--- config.mk ---
export PLATFORM = sky130hd
export DESIGN_NAME = led_ring_visual_timer_fsm
export DESIGN_NICKNAME = d
export VERILOG_FILES = /design/src/rtl/lrvt_pkg.sv /design/src/rtl/lrvt_ctrl.sv /design/src/rtl/lrvt_datapath.sv /design/src/rtl/led_ring_visual_timer_fsm.sv
export SDC_FILE = /design/constraint.sdc
export NUM_CORES = 1
export LEC_CHECK = 0
export BUFFER_PORTS_ARGS = -buffer_cell sky130_fd_sc_hd__buf_4
export CAP_MARGIN = 25
export CORE_ASPECT_RATIO = 1.25
export CORE_MARGIN = 2
export CORE_UTILIZATION = 55
export CTS_BUF_LIST = sky130_fd_sc_hd__clkbuf_8
export DETAILED_ROUTE_END_ITERATION = 10
export PLACE_DENSITY = 0.77
export SYNTH_ARGS = -nofsm -noshare
export SYNTH_HDL_FRONTEND = slang
export SYNTH_SLANG_ARGS = --single-unit
export TNS_END_PERCENT = 100
--- constraint.sdc ---
create_clock -name clock -period 6.95 [get_ports clock]
set_clock_uncertainty 0.2 [all_clocks]
set_input_delay 0.695 -clock clock [delete_from_list [all_inputs] [get_ports clock]]
set_output_delay 0.695 -clock clock [all_outputs]
set_load 0.05 [all_outputs]
--- src/rtl/lrvt_pkg.sv ---
// ----------------------------------------------------------------------------
// LED ring visual timer package
// Shared types, constants and helper functions of the LED ring timer.
// ----------------------------------------------------------------------------
`default_nettype none

package lrvt_pkg;

   localparam int NUM_RING_LEDS_DEFAULT = 12;
   localparam int FADE_LEVELS_DEFAULT   = 8;

   localparam int LED_W    = 4;
   localparam int LEVEL_W  = 4;
   localparam int BRIGHT_W = 8;
   localparam int CFG_W    = 24;
   localparam int TICK_W   = 32;
   localparam int SCALE_W  = LED_W + 4;
   localparam int CSR_IDX_W = 2;

   localparam logic [BRIGHT_W-1:0] BRIGHT_STEP = 8'd8;
   localparam logic [BRIGHT_W-1:0] BRIGHT_MAX  = 8'd248;
   localparam logic [BRIGHT_W-1:0] COUNT_BRIGHT_RESET = 8'd48;
   localparam logic [BRIGHT_W-1:0] ALERT_BRIGHT_RESET = 8'd96;

   localparam logic [CFG_W-1:0] TICKS_PER_LEVEL_RESET = 24'd625;
   localparam logic [CFG_W-1:0] FLASH_TICKS_RESET     = 24'd1000;
   localparam logic [CFG_W-1:0] TIMEOUT_TICKS_RESET   = 24'd60000;

   localparam logic [CSR_IDX_W-1:0] CSR_TICKS_PER_LEVEL = 2'd0;
   localparam logic [CSR_IDX_W-1:0] CSR_FLASH_TICKS     = 2'd1;
   localparam logic [CSR_IDX_W-1:0] CSR_TIMEOUT_TICKS   = 2'd2;

   typedef enum logic [2:0] {
      MODE_IDLE        = 3'd0,
      MODE_COUNTDOWN   = 3'd1,
      MODE_ALERT       = 3'd2,
      MODE_COUNTUP     = 3'd3,
      MODE_EDIT_COUNT  = 3'd4,
      MODE_EDIT_ALERT  = 3'd5
   } mode_type;

   typedef enum logic [2:0] {
      EV_NONE    = 3'd0,
      EV_ADDED   = 3'd1,
      EV_RESET   = 3'd2,
      EV_FADE    = 3'd3,
      EV_FLASH   = 3'd4,
      EV_EXPIRED = 3'd5,
      EV_BRIGHT  = 3'd6,
      EV_SAVED   = 3'd7
   } event_type;

   typedef enum logic [1:0] {
      CS_WAIT  = 2'd0,
      CS_EXEC  = 2'd1,
      CS_SCALE = 2'd2
   } ctrl_state_type;

   typedef struct packed {
      logic capture;
      logic exec;
      logic scale;
   } ctrl_cmd_type;

   typedef struct packed {
      logic run_start;
   } dp_status_type;

   function automatic logic [BRIGHT_W-1:0] bright_step(input logic [BRIGHT_W-1:0] b,
                                                      input logic up);
      logic [BRIGHT_W:0] sum;
      sum = {1'b0, b} + {1'b0, BRIGHT_STEP};
      if (up) begin
         bright_step = (sum > {1'b0, BRIGHT_MAX}) ? BRIGHT_MAX : sum[BRIGHT_W-1:0];
      end else begin
         bright_step = (b >= BRIGHT_STEP) ? (b - BRIGHT_STEP) : '0;
      end
   endfunction

endpackage

`default_nettype wire

--- src/rtl/lrvt_ctrl.sv ---
// ----------------------------------------------------------------------------
// LED ring timer controller
// Sequences request capture, state update and run length scaling, and owns
// the response valid flag.
// ----------------------------------------------------------------------------
`default_nettype none

module lrvt_ctrl
   import lrvt_pkg::*;
(
   input  wire logic          clock,
   input  wire logic          reset,
   input  wire logic          req_valid,
   output logic               req_ready,
   output logic               rsp_valid,
   input  wire logic          rsp_ready,
   input  wire dp_status_type status,
   output ctrl_cmd_type       cmd
);

   ctrl_state_type state_ff, state_in;
   logic           rsp_valid_ff, rsp_valid_in;
   logic           out_free;

   assign out_free = !rsp_valid_ff || rsp_ready;

   always_comb begin
      state_in = state_ff;
      unique case (state_ff)
         CS_WAIT: begin
            if (req_valid) begin
               state_in = CS_EXEC;
            end
         end
         CS_EXEC: begin
            if (out_free) begin
               state_in = status.run_start ? CS_SCALE : CS_WAIT;
            end
         end
         CS_SCALE: begin
            state_in = CS_WAIT;
         end
         default: begin
            state_in = CS_WAIT;
         end
      endcase
   end

   always_comb begin
      cmd       = '0;
      req_ready = 1'b0;
      unique case (state_ff)
         CS_WAIT: begin
            req_ready   = 1'b1;
            cmd.capture = req_valid;
         end
         CS_EXEC: begin
            cmd.exec = out_free;
         end
         CS_SCALE: begin
            cmd.scale = 1'b1;
         end
         default: begin
            cmd = '0;
         end
      endcase
   end

   always_comb begin
      if (cmd.exec) begin
         rsp_valid_in = 1'b1;
      end else if (rsp_ready) begin
         rsp_valid_in = 1'b0;
      end else begin
         rsp_valid_in = rsp_valid_ff;
      end
   end

   always_ff @(posedge clock) begin
      if (reset) begin
         state_ff     <= CS_WAIT;
         rsp_valid_ff <= 1'b0;
      end else begin
         state_ff     <= state_in;
         rsp_valid_ff <= rsp_valid_in;
      end
   end

   assign rsp_valid = rsp_valid_ff;

endmodule

`default_nettype wire

--- src/rtl/lrvt_datapath.sv ---
// ----------------------------------------------------------------------------
// LED ring timer datapath
// Holds the timer state, the settings registers and the response register,
// and computes one tick of the six-mode timer.
// ----------------------------------------------------------------------------
`default_nettype none

module lrvt_datapath
   import lrvt_pkg::*;
#(
   parameter int NUM_RING_LEDS = NUM_RING_LEDS_DEFAULT,
   parameter int FADE_LEVELS   = FADE_LEVELS_DEFAULT
) (
   input  wire logic                 clock,
   input  wire logic                 reset,
   input  wire ctrl_cmd_type         cmd,
   output dp_status_type             status,
   input  wire logic                 req_btn_start,
   input  wire logic                 req_btn_add,
   input  wire logic                 req_long_press_add,
   input  wire logic                 csr_write,
   input  wire logic [CSR_IDX_W-1:0] csr_index,
   input  wire logic [CFG_W-1:0]     csr_data,
   output logic [2:0]                rsp_timer_mode,
   output logic [LED_W-1:0]          rsp_active_led,
   output logic [BRIGHT_W-1:0]       rsp_shade_value,
   output logic [BRIGHT_W-1:0]       rsp_full_value,
   output logic                      rsp_flash_phase,
   output logic [2:0]                rsp_event_code
);

   localparam logic [LED_W-1:0]    NUM_LEDS   = LED_W'(NUM_RING_LEDS);
   localparam logic [LEVEL_W-1:0]  LEVEL_TOP  = LEVEL_W'(FADE_LEVELS);
   localparam logic [BRIGHT_W-1:0] UNIT_RESET = BRIGHT_W'(COUNT_BRIGHT_RESET / FADE_LEVELS);

   logic [CFG_W-1:0] tpl_ff, flash_ticks_ff, timeout_ff;

   logic btn_start_ff, btn_add_ff, long_press_ff;

   mode_type             mode_ff, mode_nx;
   logic [LED_W-1:0]     led_ff, led_nx;
   logic [LEVEL_W-1:0]   level_ff, level_nx;
   logic [TICK_W-1:0]    tick_ff, tick_nx, tick_inc;
   logic [TICK_W-1:0]    total_ff;
   logic [CFG_W-1:0]     phase_ff, phase_nx, phase_step, phase_inc;
   logic                 flash_ff, flash_nx;
   logic [BRIGHT_W-1:0]  count_ff, count_nx;
   logic [BRIGHT_W-1:0]  alert_ff, alert_nx;
   logic [BRIGHT_W-1:0]  saved_ff, saved_nx;
   logic [BRIGHT_W-1:0]  unit_ff;
   logic [SCALE_W-1:0]   scale_ff, scale_nx;
   logic [CFG_W-1:0]     period;
   logic [LED_W-1:0]     run_leds;
   logic [LEVEL_W-1:0]   level_dec, fade_level;
   logic [BRIGHT_W-1:0]  fade_shade, shade;
   logic [BRIGHT_W-1:0]  full;
   logic [LED_W-1:0]     active;
   event_type            ev;
   logic                 st, ad, lp, both;

   assign st   = btn_start_ff;
   assign ad   = btn_add_ff;
   assign lp   = long_press_ff;
   assign both = st && ad;

   assign status.run_start = st && !ad &&
                             (mode_ff == MODE_IDLE || mode_ff == MODE_ALERT);

   assign period     = (tpl_ff == '0) ? CFG_W'(1) : tpl_ff;
   assign tick_inc   = (mode_ff != MODE_IDLE && tick_ff != '1) ? (tick_ff + 1'b1) : tick_ff;
   assign phase_inc  = phase_ff + 1'b1;
   assign phase_step = (phase_inc == period) ? '0 : phase_inc;
   assign level_dec  = level_ff - 1'b1;
   assign fade_level = (mode_ff == MODE_COUNTUP) ? (LEVEL_TOP - level_dec) : level_dec;
   assign fade_shade = BRIGHT_W'(fade_level) * unit_ff;

   always_comb begin
      mode_nx  = mode_ff;
      led_nx   = led_ff;
      level_nx = level_ff;
      tick_nx  = tick_inc;
      phase_nx = phase_step;
      flash_nx = flash_ff;
      count_nx = count_ff;
      alert_nx = alert_ff;
      saved_nx = saved_ff;
      run_leds = NUM_LEDS;
      ev       = EV_NONE;
      shade    = '0;
      unique case (mode_ff)
         MODE_IDLE: begin
            if (both) begin
               led_nx = '0;
               ev     = EV_RESET;
            end else if (ad) begin
               if (led_ff < NUM_LEDS) begin
                  led_nx = led_ff + 1'b1;
                  ev     = EV_ADDED;
               end else begin
                  led_nx = '0;
                  ev     = EV_RESET;
               end
            end else if (st) begin
               tick_nx  = '0;
               phase_nx = '0;
               level_nx = LEVEL_TOP;
               if (led_ff != '0) begin
                  run_leds = led_ff;
                  led_nx   = led_ff - 1'b1;
                  mode_nx  = MODE_COUNTDOWN;
               end else begin
                  led_nx  = '0;
                  mode_nx = MODE_COUNTUP;
               end
            end else if (lp) begin
               tick_nx = '0;
               mode_nx = MODE_EDIT_COUNT;
            end
         end
         MODE_COUNTDOWN: begin
            if (both) begin
               led_nx  = '0;
               mode_nx = MODE_IDLE;
               ev      = EV_RESET;
            end else if (tick_inc >= total_ff) begin
               tick_nx = '0;
               mode_nx = MODE_ALERT;
               ev      = EV_EXPIRED;
            end else if (phase_step == '0) begin
               shade    = fade_shade;
               level_nx = level_dec;
               if (level_dec == '0) begin
                  led_nx   = led_ff - 1'b1;
                  level_nx = LEVEL_TOP;
               end
               ev = EV_FADE;
            end
         end
         MODE_ALERT: begin
            if (both) begin
               led_nx  = '0;
               mode_nx = MODE_IDLE;
               ev      = EV_RESET;
            end else if (st) begin
               tick_nx  = '0;
               phase_nx = '0;
               level_nx = LEVEL_TOP;
               led_nx   = '0;
               mode_nx  = MODE_COUNTUP;
            end else if (tick_inc >= TICK_W'(flash_ticks_ff)) begin
               flash_nx = !flash_ff;
               tick_nx  = '0;
               shade    = alert_ff;
               ev       = EV_FLASH;
            end
         end
         MODE_COUNTUP: begin
            if (st) begin
               led_nx  = '0;
               mode_nx = MODE_IDLE;
               ev      = EV_RESET;
            end else if (tick_inc >= total_ff) begin
               led_nx  = '0;
               mode_nx = MODE_IDLE;
               ev      = EV_EXPIRED;
            end else if (phase_step == '0) begin
               shade    = fade_shade;
               level_nx = level_dec;
               if (level_dec == '0) begin
                  led_nx   = led_ff + 1'b1;
                  level_nx = LEVEL_TOP;
               end
               ev = EV_FADE;
            end
         end
         MODE_EDIT_COUNT: begin
            if (both) begin
               tick_nx = '0;
               mode_nx = MODE_EDIT_ALERT;
            end else if (tick_inc >= TICK_W'(timeout_ff)) begin
               saved_nx = count_ff;
               led_nx   = '0;
               mode_nx  = MODE_IDLE;
               ev       = EV_SAVED;
            end else if (ad || st) begin
               tick_nx  = '0;
               count_nx = bright_step(count_ff, ad);
               shade    = count_nx;
               ev       = EV_BRIGHT;
            end
         end
         MODE_EDIT_ALERT: begin
            if (tick_inc >= TICK_W'(timeout_ff) || both) begin
               saved_nx = count_ff;
               led_nx   = '0;
               mode_nx  = MODE_IDLE;
               ev       = EV_SAVED;
            end else if (ad || st) begin
               tick_nx  = '0;
               alert_nx = bright_step(alert_ff, ad);
               shade    = alert_nx;
               ev       = EV_BRIGHT;
            end
         end
         default: begin
            led_nx  = '0;
            mode_nx = MODE_IDLE;
         end
      endcase
   end

   assign scale_nx = SCALE_W'(run_leds) * SCALE_W'(FADE_LEVELS);

   assign active = (mode_nx == MODE_IDLE || mode_nx == MODE_COUNTDOWN ||
                    mode_nx == MODE_COUNTUP) ? led_nx : '0;
   assign full   = (mode_nx == MODE_ALERT || mode_nx == MODE_EDIT_ALERT) ? alert_nx : count_nx;

   always_ff @(posedge clock) begin
      if (reset) begin
         tpl_ff         <= TICKS_PER_LEVEL_RESET;
         flash_ticks_ff <= FLASH_TICKS_RESET;
         timeout_ff     <= TIMEOUT_TICKS_RESET;
      end else if (csr_write) begin
         unique case (csr_index)
            CSR_TICKS_PER_LEVEL: tpl_ff         <= csr_data;
            CSR_FLASH_TICKS:     flash_ticks_ff <= csr_data;
            CSR_TIMEOUT_TICKS:   timeout_ff     <= csr_data;
            default: begin
               tpl_ff <= tpl_ff;
            end
         endcase
      end
   end

   always_ff @(posedge clock) begin
      if (cmd.capture) begin
         btn_start_ff  <= req_btn_start;
         btn_add_ff    <= req_btn_add;
         long_press_ff <= req_long_press_add;
      end
   end

   always_ff @(posedge clock) begin
      if (reset) begin
         mode_ff  <= MODE_IDLE;
         led_ff   <= '0;
         level_ff <= '0;
         tick_ff  <= '0;
         total_ff <= '0;
         phase_ff <= '0;
         flash_ff <= 1'b0;
         count_ff <= COUNT_BRIGHT_RESET;
         alert_ff <= ALERT_BRIGHT_RESET;
         saved_ff <= COUNT_BRIGHT_RESET;
         unit_ff  <= UNIT_RESET;
      end else if (cmd.exec) begin
         mode_ff  <= mode_nx;
         led_ff   <= led_nx;
         level_ff <= level_nx;
         tick_ff  <= tick_nx;
         phase_ff <= phase_nx;
         flash_ff <= flash_nx;
         count_ff <= count_nx;
         alert_ff <= alert_nx;
         saved_ff <= saved_nx;
         unit_ff  <= BRIGHT_W'(saved_nx / FADE_LEVELS);
      end else if (cmd.scale) begin
         total_ff <= TICK_W'(scale_ff) * TICK_W'(period);
      end
   end

   always_ff @(posedge clock) begin
      if (cmd.exec) begin
         scale_ff        <= scale_nx;
         rsp_timer_mode  <= mode_nx;
         rsp_active_led  <= active;
         rsp_shade_value <= shade;
         rsp_full_value  <= full;
         rsp_flash_phase <= flash_nx;
         rsp_event_code  <= ev;
      end
   end

endmodule

`default_nettype wire

--- src/rtl/led_ring_visual_timer_fsm.sv ---
// ----------------------------------------------------------------------------
// LED ring visual timer
// Six-mode ring timer advanced by one button tick per request: LED setup,
// countdown, alert flashing, count-up and two brightness edit modes.
// ----------------------------------------------------------------------------
//  Channel  Direction  Handshake              Payload
//  req      in         req_valid/req_ready    btn_start, btn_add, long_press_add
//  rsp      out        rsp_valid/rsp_ready    mode, LED, shade, full, phase, event
//  csr      in         csr_valid/csr_ready    csr_index, csr_data (24 bit)
//
//  A request is captured, then executed; a request that starts a countdown or
//  count-up also passes a scale state, to form the run length by one 8 x 24 bit multiply.
//  A new request is taken while the previous response waits; the state update
//  of that request waits until the response register is free.
//  Reset is synchronous; settings and timer state take their reset values at
//  once, with no clearing pass. The settings port is always ready.
// ----------------------------------------------------------------------------
`default_nettype none

module led_ring_visual_timer_fsm
   import lrvt_pkg::*;
#(
   parameter int NUM_RING_LEDS = NUM_RING_LEDS_DEFAULT,
   parameter int FADE_LEVELS   = FADE_LEVELS_DEFAULT
) (
   input  wire logic                 clock,
   input  wire logic                 reset,
   input  wire logic                 req_valid,
   output logic                      req_ready,
   input  wire logic                 req_btn_start,
   input  wire logic                 req_btn_add,
   input  wire logic                 req_long_press_add,
   output logic                      rsp_valid,
   input  wire logic                 rsp_ready,
   output logic [2:0]                rsp_timer_mode,
   output logic [LED_W-1:0]          rsp_active_led,
   output logic [BRIGHT_W-1:0]       rsp_shade_value,
   output logic [BRIGHT_W-1:0]       rsp_full_value,
   output logic                      rsp_flash_phase,
   output logic [2:0]                rsp_event_code,
   input  wire logic                 csr_valid,
   output logic                      csr_ready,
   input  wire logic [CSR_IDX_W-1:0] csr_index,
   input  wire logic [CFG_W-1:0]     csr_data
);

   ctrl_cmd_type  cmd;
   dp_status_type status;

   assign csr_ready = 1'b1;

   lrvt_ctrl u_ctrl (
      .clock     (clock),
      .reset     (reset),
      .req_valid (req_valid),
      .req_ready (req_ready),
      .rsp_valid (rsp_valid),
      .rsp_ready (rsp_ready),
      .status    (status),
      .cmd       (cmd)
   );

   lrvt_datapath #(
      .NUM_RING_LEDS (NUM_RING_LEDS),
      .FADE_LEVELS   (FADE_LEVELS)
   ) u_datapath (
      .clock              (clock),
      .reset              (reset),
      .cmd                (cmd),
      .status             (status),
      .req_btn_start      (req_btn_start),
      .req_btn_add        (req_btn_add),
      .req_long_press_add (req_long_press_add),
      .csr_write          (csr_valid && csr_ready),
      .csr_index          (csr_index),
      .csr_data           (csr_data),
      .rsp_timer_mode     (rsp_timer_mode),
      .rsp_active_led     (rsp_active_led),
      .rsp_shade_value    (rsp_shade_value),
      .rsp_full_value     (rsp_full_value),
      .rsp_flash_phase    (rsp_flash_phase),
      .rsp_event_code     (rsp_event_code)
   );

endmodule

`default_nettype wire

[Word level (Yosys, flattened, before mapping)]
Cells that the tools add are included.
Word-level totals
  register bits: 227
  input bits: 34
  output and inout bits: 30
  word-level logic and storage cells: 235
Cells by class
  $add $sub $neg: 10
  reduce and logical (&&, ||, !) cells: 34
  order comparisons: 8
  bitwise operators: 4
  multiply operators: 2
  equal/unequal tests: 25
  muxes and demuxes: 127
Operators with widths (number)
  32-bit two-way mux: 14
  8-bit two-way mux: 29
  32-bit one-hot mux with 5 select lines: 1
  24-bit two-way mux: 6
  4-bit two-way mux: 28
  3-bit two-way mux: 25
  32-bit by 24-bit greater-or-equal comparator with 1-bit output: 2
  24-bit zero test: 2
  24-bit one-hot mux with 2 select lines: 1
  8-bit one-hot mux with 5 select lines: 1
  3-bit one-hot mux with 6 select lines: 2
  32-bit by 1-bit adder with 32-bit output (second input constant): 1
  32-bit greater-or-equal comparator: 1
  32-bit inequality test (second input constant): 1
  4-bit by 24-bit multiplier with 28-bit output: 1
  24-bit by 1-bit adder with 24-bit output (second input constant): 1
  24-bit equality test: 1
  4-bit one-hot mux with 6 select lines: 1
  8-bit by 4-bit adder with 9-bit output (second input constant): 2
  9-bit by 8-bit > comparator with 1-bit output (second input constant): 2
  8-bit by 4-bit greater-or-equal comparator with 1-bit output (second input constant): 2
  4-bit one-hot mux with 4 select lines: 1
  8-bit one-hot mux with 2 select lines: 1
  8-bit by 4-bit subtractor with 8-bit output (second input constant): 2
  29 further kinds: 82

[Longest topological paths before layout]
Gate-level depths: netlist (run 1).
  depth after elaboration: 10
  mapped depth: 26
  mapped depth without buffers: 22

[Modules after synthesis]
From an unflattened synthesis (run 1), not the netlist that was laid out.
Unflattened totals
  cells, all modules: 2206
  area, all modules: 17402.9 um2
Modules (own cells, without submodules)
  lrvt_datapath: cells each 2188, seq. area each 4804.6 um2, instances 1, area an instance 17229.0 um2
  lrvt_ctrl: cells each 16, seq. area each 60.1 um2, instances 1, area an instance 162.7 um2
  led_ring_visual_timer_fsm: cells each 2, seq. area each 0.0 um2, instances 1, area an instance 11.3 um2

[Worst setup path before layout (run 1)]
OpenSTA, ideal clock, no wires.
  path kind: reg-to-reg
  start: register u_datapath.tpl_ff[13]
  end: register u_datapath.total_ff[29]
  buffers on the path: 1
  data arrival time: 5044 ps
  cell stages (with the launch flop): 20
  setup time: 117 ps
  period minus slack after synthesis: 5361 ps
  setup slack: 1589 ps
  required time: 6633 ps
  path through: dfxtp_1 clkbuf_1 nor4_1 nand4_1 o21bai_1 nand2_1 fa_1 fa_1 inv_1 fa_1 a211oi_1 o21ai_0 a31oi_1 o21ai_0 a2111oi_0 o31a_1 o21ai_0 a31oi_1 xnor2_1 a22o_1
On the way
  word-level cells in the longest chain between the ends: 3
Ends and longest elaborated chain
  start, declared: line lrvt_datapath.sv:36  | logic [CFG_W-1:0] tpl_ff, flash_ticks_ff, timeout_ff;
  start signal, assigned: line lrvt_datapath.sv:225  | CSR_TICKS_PER_LEVEL: tpl_ff <= csr_data;
  start signal, assigned: line lrvt_datapath.sv:229  | tpl_ff <= tpl_ff;
  24-bit zero test: line lrvt_datapath.sv:69  | assign period = (tpl_ff == '0) ? CFG_W'(1) : tpl_ff;
  24-bit two-way mux *: line lrvt_datapath.sv:69
  4-bit by 24-bit multiplier with 28-bit output *: line lrvt_datapath.sv:268  | total_ff <= TICK_W'(scale_ff) * TICK_W'(period);
  end signal, assigned: line lrvt_datapath.sv:268
  end, declared: line lrvt_datapath.sv:44  | logic [TICK_W-1:0] total_ff;
Every way passes the cells marked *; elsewhere a longest branch is shown, timed or not.
A chain may end at the register's enable or synchronous reset.

[Worst setup path in the final report (run 1)]
  start: register u_datapath.tick_ff[0]
  end: register u_datapath.rsp_full_value[4] (data pin)
On the way
  word-level cells in the longest chain between the ends: 10
  elaborated cells between the ends (all ways): 24
  those cells by class: 1 x add/sub; 2 x order compare; 3 x eq/ne; 15 x mux; 3 x reduce/logical
Ends and longest elaborated chain
  start, declared: line lrvt_datapath.sv:43  | logic [TICK_W-1:0] tick_ff, tick_nx, tick_inc;
  start signal, assigned: line lrvt_datapath.sv:260  | tick_ff <= tick_nx;
  parallel branches: the longest is 2 deep, another holds 32-bit by 1-bit adder with 32-bit output
  32-bit two-way mux *: line lrvt_datapath.sv:70  | assign tick_inc = (mode_ff != MODE_IDLE && tick_ff != '1) ? (tick_ff + 1'b1) : tick_ff;
  32-bit by 24-bit greater-or-equal comparator with 1-bit output or 32-bit greater-or-equal comparator (tied branches)
  3-bit two-way mux, or another cell as far along: line lrvt_datapath.sv:180  | end else if (tick_inc >= TICK_W'(timeout_ff)) begin
  3-bit two-way mux, on equally long branches
  3-bit one-hot mux with 6 select lines *: line lrvt_datapath.sv:90  | unique case (mode_ff)
  via u_datapath.mode_nx[0]: line lrvt_datapath.sv:40  | mode_type mode_ff, mode_nx;
  3-bit by 2-bit equality test with 1-bit output or 3-bit equality test (tied branches): line lrvt_datapath.sv:216  | assign full = (mode_nx == MODE_ALERT || mode_nx == MODE_EDIT_ALERT) ? alert_nx : count_nx;
  1-bit logical OR *: line lrvt_datapath.sv:216
  8-bit two-way mux *: line lrvt_datapath.sv:216
  via u_datapath.full[4]: line lrvt_datapath.sv:56  | logic [BRIGHT_W-1:0] full;
  end signal, assigned: line lrvt_datapath.sv:278  | rsp_full_value <= full;
  end, declared: line lrvt_datapath.sv:27  | output logic [BRIGHT_W-1:0] rsp_full_value,
Mark *: on every way through the listed nets, which the timed path passes.

==> metrics.cfg, run 1 <==
[yosys]
synth_ff_type=dfxtp_1
synth_edf_count=34
synthArstFlopShare=0
yosysWarningCount=0
ys_types=95
yosysTopAreaCellShare=0.216
synth_area_leaders=dfxtp_1 (22%), ha_1 (9.4%), nand2_1 (7.5%)
syn_inst=2238
yosys.area.top_type=dfxtp_1
synth_area_um2=17800
ys_seq_elements=226
synth_nets=2455
avgSynthCellArea_um2=7.95
ys_seq_area_frac=0.274

[place]
gp_congestion=0.979
hpwl_um=37100
io_buffers=62

[grt]
grt-ovfl-total=0
antenna_found_initial=0
grt_max_degree=95
grt_pass1_vias=15906
grt_pass1_wl_um=81200
grt_usage=0.298

[layout]
final_cell_mix=nand2_1 (355), dfxtp_1 (192), a21oi_1 (175)
final_common_cell=nand2_1
fillers=2806
layout.nets=2437
area_growth_pct=7.85
fin_util=0.603
seqCellArea_um2=4860
multi_input_area_um2=11700
diodes=0
drive_gt1_frac=0.0844

[sta]
finalMaxSlewViolations=0
rsz0062_at_grt=false
fin_setup_tns_ps=0
finalSetupViolCount=0
finalCriticalPeriod_ps=6370
post-route-period-util=0.916
max_clock_freq_mhz=157
hold_ws_ps=91.8
finalHoldViolations=0
slew_headroom=0.326
tightest_slew_ps=1010

[floorplanning]
coreArea_um2=31800
die_area_um2=33800
start_util=0.559
rows=73
num_io_pins=64
die_h_um=205
die_w_um=165

[clock_network]
insertion_delay_ps=590
cts.root.buffer_cell=clkbuf_8
postCtsResizedCells=0
postCtsSetupRepairBufs=0
max-clock-path-buffers=3
numCtsBuffers=41
h-tree-depth=2
clkSinkCount=226
cts_tree=built
cts_hold_buf=0
clkTransAtPathRegs_ps=60

[pwr]
p_leak_nw=7.91
powerDensity_nw_per_um2=173
ir_worst_vdd_uv=137

[worst_hold_path]
hold_path_class=primary input to register

[worst_setup_path]
critPathArrivalTime_ps=6480
start_kind=register
crit_type=register to register
cp.required_ps=7060
endpoint_kind=register
crit_fanout=15

[route]
totalWireLength_um=50100
drt-initial-drc-count=1304
wire_per_inst_um=18.8
dr_total_vias=16370
drtPass1Iterations=6
viasPerCell=6.14
drc_errors=0
ant_nets=0

[status]
status=finished clean

[job]
maxCapViolCount=0

-- registers in the layout, summed over array words and instances (netlist names), 4 cells and up --
name	cells
u_datapath.tick_ff	32
u_datapath.total_ff	28
u_datapath.flash_ticks_ff	24
u_datapath.phase_ff	24
u_datapath.timeout_ff	24
u_datapath.tpl_ff	24
u_datapath.alert_ff	8
u_datapath.count_ff	8
u_datapath.rsp_full_value	8
u_datapath.rsp_shade_value	8
u_datapath.unit_ff	5
u_datapath.led_ff	4
u_datapath.level_ff	4
u_datapath.rsp_active_led	4
u_datapath.scale_ff	4
-- metrics by stage --
step	instance area (um2)	total power (W)	worst slack, ps	instances
after CTS	19100	0.00333	720	2662
after global placement	18300	0.00197	1030	2587
after global routing	19200	0.00344	207	2664
final	19200	0.00332	582	2664
after floorplan	17800	0.00183	1590	2238
after detailed placement	18300	0.00199	767	2587
-- where the power goes --
group,total (W),switching [W],internal (W),leakage (nW)
Clock,0.00135,0.000617,0.000734,0.477
Combinational,0.000576,0.000373,0.000203,5.56
Sequential,0.00139,0.0000319,0.00136,1.87
-- synth_stat cells (all sizes together) (26+ instances only) --
cell,instances
nand3,56
dfxtp,192
buf,42
nand2,356
ha,133
a21o,29
fa,50
nor4,26
nor2,140
o21ai,90
nand4,40
xor2,41
inv,163
a21oi,176
clkbuf,103
and2,58
xnor2,64
nor2b,27
and3,27
nor3,45
a211oi,29
edfxtp,34
-- layout make-up --
type | count | area share
clock buffers | 47 | 0.0337
clock inverters | 28 | 0.0106
inverters | 163 | 0.0319
multi-input cells | 1704 | 0.610
flip-flops and latches | 226 | 0.254
well taps | 412 | 0.0269
repair buffers | 84 | 0.0337
-- cell families after synthesis --
family	after synthesis	share of synthesized area
buffers and inverters	308	0.0694
flip-flops	226	0.274
AND/OR/NAND/NOR	880	0.252
AO/OA/AOI/OAI	509	0.188
XOR/XNOR	105	0.0517
other	1	0.000211
multiplexers	25	0.0146
adder cells (fa/ha/maj)	184	0.150
-- worst paths after layout --
kind | from | end | slack (ps) | cells past startpoint
worst max-delay path | u_datapath.tick_ff[0] | u_datapath.rsp_full_value[4] | 580 | 20
worst min-delay path | req_long_press_add | u_datapath.long_press_ff | 90 | 1
worst max register to register | u_datapath.tick_ff[0] | u_datapath.rsp_full_value[4] | 580 | 20
worst min register to register | u_datapath.total_ff[19] | u_datapath.total_ff[19] | 250 | 2
-- layer usage --
layer	share of wire	up-vias	GRT usage	wire length (um)
li1	-	7803	-	-
met1	0.39	7802	0.344	19700
met3	0.049	173	0.0387	2440
met5	0	-	0	0
met2	0.50	592	0.525	24900
met4	0.061	0	0.175	3060
-- critical path, cell delays in order (launching register included) --
cell and delay, ps:
dfxtp_1 380, ha_1 270, nand4_1 210, or4_1 190, nor3_1 70, or2_2 340
nor3_1 500, and3_1 390, nand3_1 170, nor2_1 200, xor2_1 350, ha_1 320
a21o_1 180, a31oi_1 210, nand3_1 90, o21ai_0 640, nand4_2 360, o221ai_4 310
mux2_4 410, a211oi_1 250, a21oi_1 60
Power figures use the tool's default switching activity.
==> run 2: changes to the inputs <==
BUFFER_PORTS_ARGS = -buffer_cell sky130_fd_sc_hd__clkbuf_2   (was -buffer_cell sky130_fd_sc_hd__buf_4)
==> metrics.cfg, run 2 (synthesized netlist as in run 1, its figures left out) <==
[place]
place_area_um2=18100  ; -0.83%
io_buffers=62  ; unchanged
gp_congestion=0.920  ; -6.0%
hpwl_um=36600  ; -1.4%

[worst_setup_path]
crit_chain=ha_1 > nand4_1 > or4_1 > nor3_1 > or2_2 > nor3_1 > buf_4 > and3_1 > xor2_1 > ha_1 > a211oi_1 > o21ai_0 > a211oi_1 > o2111ai_1 > o211ai_1 > nand2_2 > o31a_1 > a21oi_4 > a21oi_1 > o22ai_1
rrSetupSlack_ps=620  ; +30 ps
crit_slowest_cell=a21oi_4
cp.required_ps=7220  ; +160 ps
r2r_start=u_datapath.tick_ff[0]
r2r_cells=20  ; unchanged
critPathArrivalTime_ps=6610  ; +130 ps
start_kind=register
r2r_end=u_datapath.tick_ff[25]
max_stage_delay_ps=730  ; +90 ps
crit_fanout=32  ; +17
endpoint_kind=register
crit_type=register to register

[sta]
max_clock_freq_mhz=158  ; +0.53%
finalSetupViolCount=0  ; unchanged
post-route-period-util=0.911  ; -0.00486
rsz0062_at_grt=false
tightest_slew_ps=901  ; -109 ps
fin_setup_tns_ps=0  ; unchanged
finalMaxSlewViolations=0  ; unchanged
finalCriticalPeriod_ps=6330  ; -33.8 ps
slew_headroom=0.398  ; +0.0715
finalHoldViolations=0  ; unchanged

[clock_network]
clkTransAtPathRegs_ps=60  ; about the same
h-tree-depth=2  ; unchanged
cts_hold_buf=0  ; unchanged
postCtsSetupRepairBufs=0  ; unchanged
max-clock-path-buffers=3  ; unchanged
cts_tree=built
clkSinkCount=226  ; unchanged
cts.root.buffer_cell=clkbuf_8
numCtsBuffers=40  ; -2.4%
postCtsResizedCells=0  ; unchanged
insertion_delay_ps=570  ; -20 ps

[layout]
layout.nets=2436  ; -0.041%
final_common_cell=nand2_1
regMostFlops=u_datapath.tick_ff
area_growth_pct=6.48
drive_gt1_frac=0.0824  ; -0.00200
final_cell_mix=nand2_1 (355), dfxtp_1 (192), a21oi_1 (175)
design_area_um2=18900  ; -1.3%
largestRegisters=u_datapath.tick_ff (32), u_datapath.total_ff (28)
largest_register_ffs=32  ; unchanged
diodes=0  ; unchanged

[grt]
grt-ovfl-total=0  ; unchanged
grt_usage=0.292  ; -0.00613
use_met3=0.0330  ; -0.00567
use_met2=0.516  ; -0.00867
grt_pass1_vias=15883  ; -0.14%
use_met1=0.343  ; -0.000802
grt_max_degree=67  ; -29%
antenna_found_initial=0  ; unchanged
grt.busiest_layer=met2
grt_pass1_wl_um=79700  ; -1.8%

[route]
wire_per_inst_um=18.5  ; -1.8%
drtPass1Iterations=6  ; unchanged
drt-initial-drc-count=1093  ; -16%
totalWireLength_um=49100  ; -2.0%
ant_nets=0  ; unchanged
viasPerCell=6.16  ; +0.18%
dr_total_vias=16362  ; -0.049%
drc_errors=0  ; unchanged

[status]
status=finished clean

[pwr]
power.total_w=0.00319  ; -3.9%
p_switching_w=0.000994  ; -2.8%
p_leak_nw=7.81  ; -1.2%
switching_share=0.311  ; +0.00352
comb_power_share=0.177  ; +0.004
internal_power_w=0.00220  ; -4.4%
powerDensity_nw_per_um2=169  ; -2.6%
clkPwrFrac=0.386  ; -0.021
p_seq_frac=0.436  ; +0.016
ir_worst_vdd_uv=158  ; +15%

[worst_hold_path]
holdCritStartpoint=req_btn_add
min_to=u_datapath.ad
hold_path_class=primary input to register
min_path_cells=1  ; unchanged

[floorplanning]
coreArea_um2=31800  ; unchanged
start_util=0.559  ; unchanged
die_area_um2=33800  ; unchanged
rows=73  ; unchanged
die_w_um=165  ; unchanged
num_io_pins=64  ; unchanged
die_h_um=205  ; unchanged

[job]
maxCapViolCount=0  ; unchanged

## run 2: routing by layer
| layer | vias to the layer above | share of wire |
|---|---|---|
| met3 | 144 | 0.054 |
| met1 | 7857 | 0.39 |
| met4 | 0 | 0.054 |
| li1 | 7764 | - |
| met5 | - | 0 |
| met2 | 597 | 0.50 |
## run 2: final cells by class
| cell class | count | area (um2) |
|---|---|---|
| Inverter | 163 | 612 |
| Timing Repair Buffer | 84 | 493 |
| Clock buffer | 43 | 592 |
| Fill cell | 2866 | 12900 |
| Multi-Input combinational cell | 1704 | 11700 |
| Clock inverter | 26 | 168 |
| Sequential cell | 226 | 4860 |
| Tap cell | 412 | 515 |
## run 2: power groups by stage
| stage | registers (W) | logic, W | clock network, W |
|---|---|---|---|
| global route | 0.00140 | 0.000622 | 0.00131 |
| finish | 0.00139 | 0.000566 | 0.00123 |
| floorplan | 0.00144 | 0.000390 | 0 |
| CTS | 0.00139 | 0.000560 | 0.00125 |
| global placement | 0.00142 | 0.000544 | 0 |
| detailed placement | 0.00142 | 0.000557 | 0 |
## run 2: critical path, delay by kind of cell, from the launching register on
family          cells  cell delay (ps)
flops               1              440
xor+xnor            1              310
buf+inv             1              150
fa+ha+maj           2              570
compound gates      9             2720
simple gates        7             1830
## run 2: through the flow
stage                     hold slack (ps)   util  worst slack (ps)  instances
after floorplan                       232      -              1590       2238
after global placement                242  0.571               937       2587
after detailed placement              247  0.571               758       2587
after CTS                            76.5  0.595               713       2656
after global routing                 84.3  0.596               219       2658
final                                 101  0.596               616       2658
## run 2: how the worst max path moves through the flow
| stage | from | endpoint | cells after the start |
|---|---|---|---|
| 5_1_grt | u_datapath.tick_ff[0] | u_datapath.tick_ff[31] | 20 |
| 6_report | u_datapath.tick_ff[0] | u_datapath.tick_ff[25] | 20 |
| 2_1_floorplan | u_datapath.tpl_ff[13] | u_datapath.total_ff[29] | 19 |
| 3_5_place_dp | u_datapath.tick_ff[0] | u_datapath.rsp_full_value[5] | 21 |
| 4_1_cts | u_datapath.tick_ff[0] | u_datapath.tick_ff[25] | 20 |
| 3_3_place_gp | u_datapath.tick_ff[0] | u_datapath.tick_ff[13] | 20 |
==> run 3: changes to the inputs <==
ABC_AREA = 1   (was unset)
PLACE_DENSITY = 0.8   (was 0.77)
clock period = 5.1 ns   (was 6.95 ns; I/O delays follow)
==> metrics.cfg, run 3 <==
[grt]
grt_pass1_vias=17265  ; +8.7%
grt_pass1_wl_um=84000  ; +5.4%
grt_usage=0.313  ; +0.0212
grt_max_degree=62  ; -7.5%
antenna_found_initial=1  ; +1
grt-ovfl-total=0  ; unchanged

[pwr]
ir_worst_vdd_uv=278  ; +76%
powerDensity_nw_per_um2=263  ; +56%
switching_share=0.335  ; +0.0236
comb_power_share=0.237  ; +0.060
clkPwrFrac=0.379  ; -0.007
p_seq_frac=0.384  ; -0.052
p_switching_w=0.00169  ; +70%
internal_power_w=0.00336  ; +53%
p_leak_nw=9.18  ; +17%

[route]
viasPerCell=5.68  ; -7.7%
ant_nets=0  ; unchanged
totalWireLength_um=51800  ; +5.4%
wire_per_inst_um=16.9  ; -8.5%
dr_total_vias=17406  ; +6.4%
drt-initial-drc-count=1467  ; +34%
drc_errors=0  ; unchanged
drtPass1Iterations=5  ; -1

[yosys]
ys_seq_area_frac=0.276  ; +0.00286
synthXorXnorAreaFrac=0.0396  ; -0.0121
synth_mux_area_frac=0  ; -0.0146
synth_ff_type=dfxtp_1
synthArstFlopShare=0  ; unchanged
ys_seq_elements=226  ; unchanged
synth_top_family_by_area=simple AND/OR/NAND/NOR gates
yosys.area.top_type=dfxtp_1
synth_area_leaders=dfxtp_1 (22%), nand2_1 (13%), ha_1 (9.5%)
syn_inst=2578  ; +15%
synth-simple-area-share=0.269  ; +0.0173
ys_types=57  ; -40%
synth_fa_ha_area_frac=0.151  ; +0.00100
synth_common_cells=nand2_1 (588), inv_1 (394), a21oi_1 (247), nor2_1 (195), dfxtp_1 (192)
yosysWarningCount=0  ; unchanged
synth_nets=2795  ; +14%
yosysMostFrequentCell=nand2_1
synth_edf_count=34  ; unchanged
avgSynthCellArea_um2=6.83  ; -14%
synth_compound_area_frac=0.153  ; -0.0350
yosysTopAreaCellShare=0.218  ; +0.00226
synth_area_um2=17600  ; -1.0%

[worst_hold_path]
min_path_cells=4  ; +3
min_to=u_ctrl.state_ff[0]
holdCritStartpoint=rsp_ready
hold_path_class=primary input to register

[place]
placed_cells=2987  ; +15%
io_buffers=62  ; unchanged
hpwl_um=39700  ; +8.3%
place_area_um2=18200  ; +0.50%
gp_congestion=0.975  ; +6.0%

[sta]
slew_headroom=0.320  ; -0.0781
tightest_slew_ps=1020  ; +118 ps
finalHoldViolations=0  ; unchanged
rsz0062_at_grt=false
post-route-period-util=0.932  ; +0.0206
fin_setup_tns_ps=0  ; unchanged
finalSetupViolCount=0  ; unchanged
finalMaxSlewViolations=0  ; unchanged
max_clock_freq_mhz=210  ; +33%
hold_ws_ps=24.0  ; -77.0 ps
finalCriticalPeriod_ps=4750  ; -1580 ps

[floorplanning]
num_io_pins=64  ; unchanged
die_h_um=204  ; -0.51%
die_w_um=164  ; -0.51%
start_util=0.555  ; -0.00419
rows=73  ; unchanged
die_area_um2=33500  ; -1.0%
coreArea_um2=31700  ; -0.29%

[status]
status=finished clean

[layout]
final_cell_mix=nand2_1 (587), inv_1 (403), a21oi_1 (245)
largestRegisters=u_datapath.tick_ff (32), u_datapath.total_ff (28)
largest_register_ffs=32  ; unchanged
diodes=0  ; unchanged
layout.nets=2838  ; +17%
instances_no_fill=3064  ; +15%
design_area_um2=19200  ; +1.5%
regMostFlops=u_datapath.tick_ff
fillers=2949  ; +2.9%
final_common_cell=nand2_1
area_growth_pct=9.19
drive_gt1_frac=0.0818  ; -0.000544
fin_util=0.606  ; +0.0106

[clock_network]
insertion_delay_ps=580  ; about the same
max-clock-path-buffers=3  ; unchanged
h-tree-depth=2  ; unchanged
clkTransAtPathRegs_ps=70  ; about the same
clkSinkCount=226  ; unchanged
numCtsBuffers=40  ; unchanged
cts_tree=built
cts.root.buffer_cell=clkbuf_8
postCtsSetupRepairBufs=0  ; unchanged

[worst_setup_path]
start_kind=register
rrSetupSlack_ps=350  ; -270 ps
crit_fanout=13  ; -59%
r2r_end=u_datapath.rsp_full_value[0]
critPathArrivalTime_ps=4870  ; -1740 ps
r2r_start=u_datapath.tick_ff[0]
critical_path_buf_inv_count=3  ; +2
crit_cells=29  ; +45%
max_stage_delay_ps=360  ; -370 ps
path_delay_family=simple AND/OR/NAND/NOR gates
crit_type=register to register
endpoint_kind=register
crit_slowest_cell=dfxtp_1
r2r_cells=29  ; +45%
cp.required_ps=5210  ; -2010 ps

[job]
maxCapViolCount=0  ; unchanged

==> run 3: changes by cell type after synthesis, sizes merged, moves of 24 or more <==
cell,before,now
buf,42,18
o21ai,90,171
xnor2,64,28
and3,27,2
nor2,140,212
a21o,29,5
clkbuf,103,73
and2,58,4
inv,163,403
nand2,356,606
nor2b,27,0
a21oi,176,247
nand3,56,182
==> run 3: final cells by class <==
cell class / instances / area (um2) / area share
Clock buffer: 54 / 743 / 0.0387
Clock inverter: 19 / 160 / 0.00833
Sequential cell: 226 / 4860 / 0.253
Timing Repair Buffer: 92 / 548 / 0.0285
Tap cell: 412 / 515 / 0.0268
Multi-Input combinational cell: 1850 / 10800 / 0.564
Inverter: 411 / 1550 / 0.0807
==> run 3: through the flow <==
| step | power (W) | worst slack [ps] |
|---|---|---|
| 2_1_floorplan | 0.00283 | 666 |
| 3_3_place_gp | 0.00312 | 280 |
| 3_5_place_dp | 0.00315 | 261 |
| 4_1_cts | 0.00506 | 218 |
| 5_1_grt | 0.00530 | 26.7 |
| 6_report | 0.00506 | 347 |
==> run 3: routing by layer <==
layer	up-vias	share of wire	GRT usage
li1	8467	-	-
met2	636	0.48	0.542
met1	8083	0.39	0.357
met4	2	0.075	0.211
met3	218	0.057	0.0434
met5	-	0.00025	0
==> run 3: worst max path at each step <==
stage                                     start                      endpoint  slack, ps
after floorplan            u_datapath.tpl_ff[4]       u_datapath.total_ff[28]        670
after global placement    u_datapath.tpl_ff[22]       u_datapath.total_ff[28]        280
after detailed placement  u_datapath.tpl_ff[20]       u_datapath.total_ff[28]        260
after CTS                 u_datapath.tpl_ff[16]       u_datapath.total_ff[28]        220
after global routing      u_datapath.tick_ff[0]  u_datapath.rsp_full_value[0]         30
final                     u_datapath.tick_ff[0]  u_datapath.rsp_full_value[0]        350
==> run 3: kinds of logic (layout without fill, tap and decap cells) <==
family | Yosys count | in the layout
AOI/OAI and AO/OA | 495 | 495
xor gates and xnor gates | 78 | 78
adders and majority gates | 183 | 183
buffers and inverters | 502 | 576
DFF | 226 | 226
other | 1 | 1
and+or+nand+nor | 1093 | 1093
==> run 3: timing repair <==
action | CTS | global route
hold endpoints to repair | 4 | 0
hold buffers | 4 | 0
resized for setup | 0 | 12
endpoints found under the setup margin | 0 | 66
==> run 3: tightest hold or removal path: stages <==
cell,delay (ps)
clkbuf_2,80
nor2_1,50
nand2_1,70
a21oi_1,60
==> run 3: power groups by stage <==
stage / clock network (W) / logic [W] / registers (W)
4_1_cts: 0.00194 / 0.00118 / 0.00194
6_report: 0.00192 / 0.00120 / 0.00194
2_1_floorplan: 0 / 0.000828 / 0.00200
3_5_place_dp: 0 / 0.00117 / 0.00198
3_3_place_gp: 0 / 0.00115 / 0.00198
5_1_grt: 0.00201 / 0.00134 / 0.00195
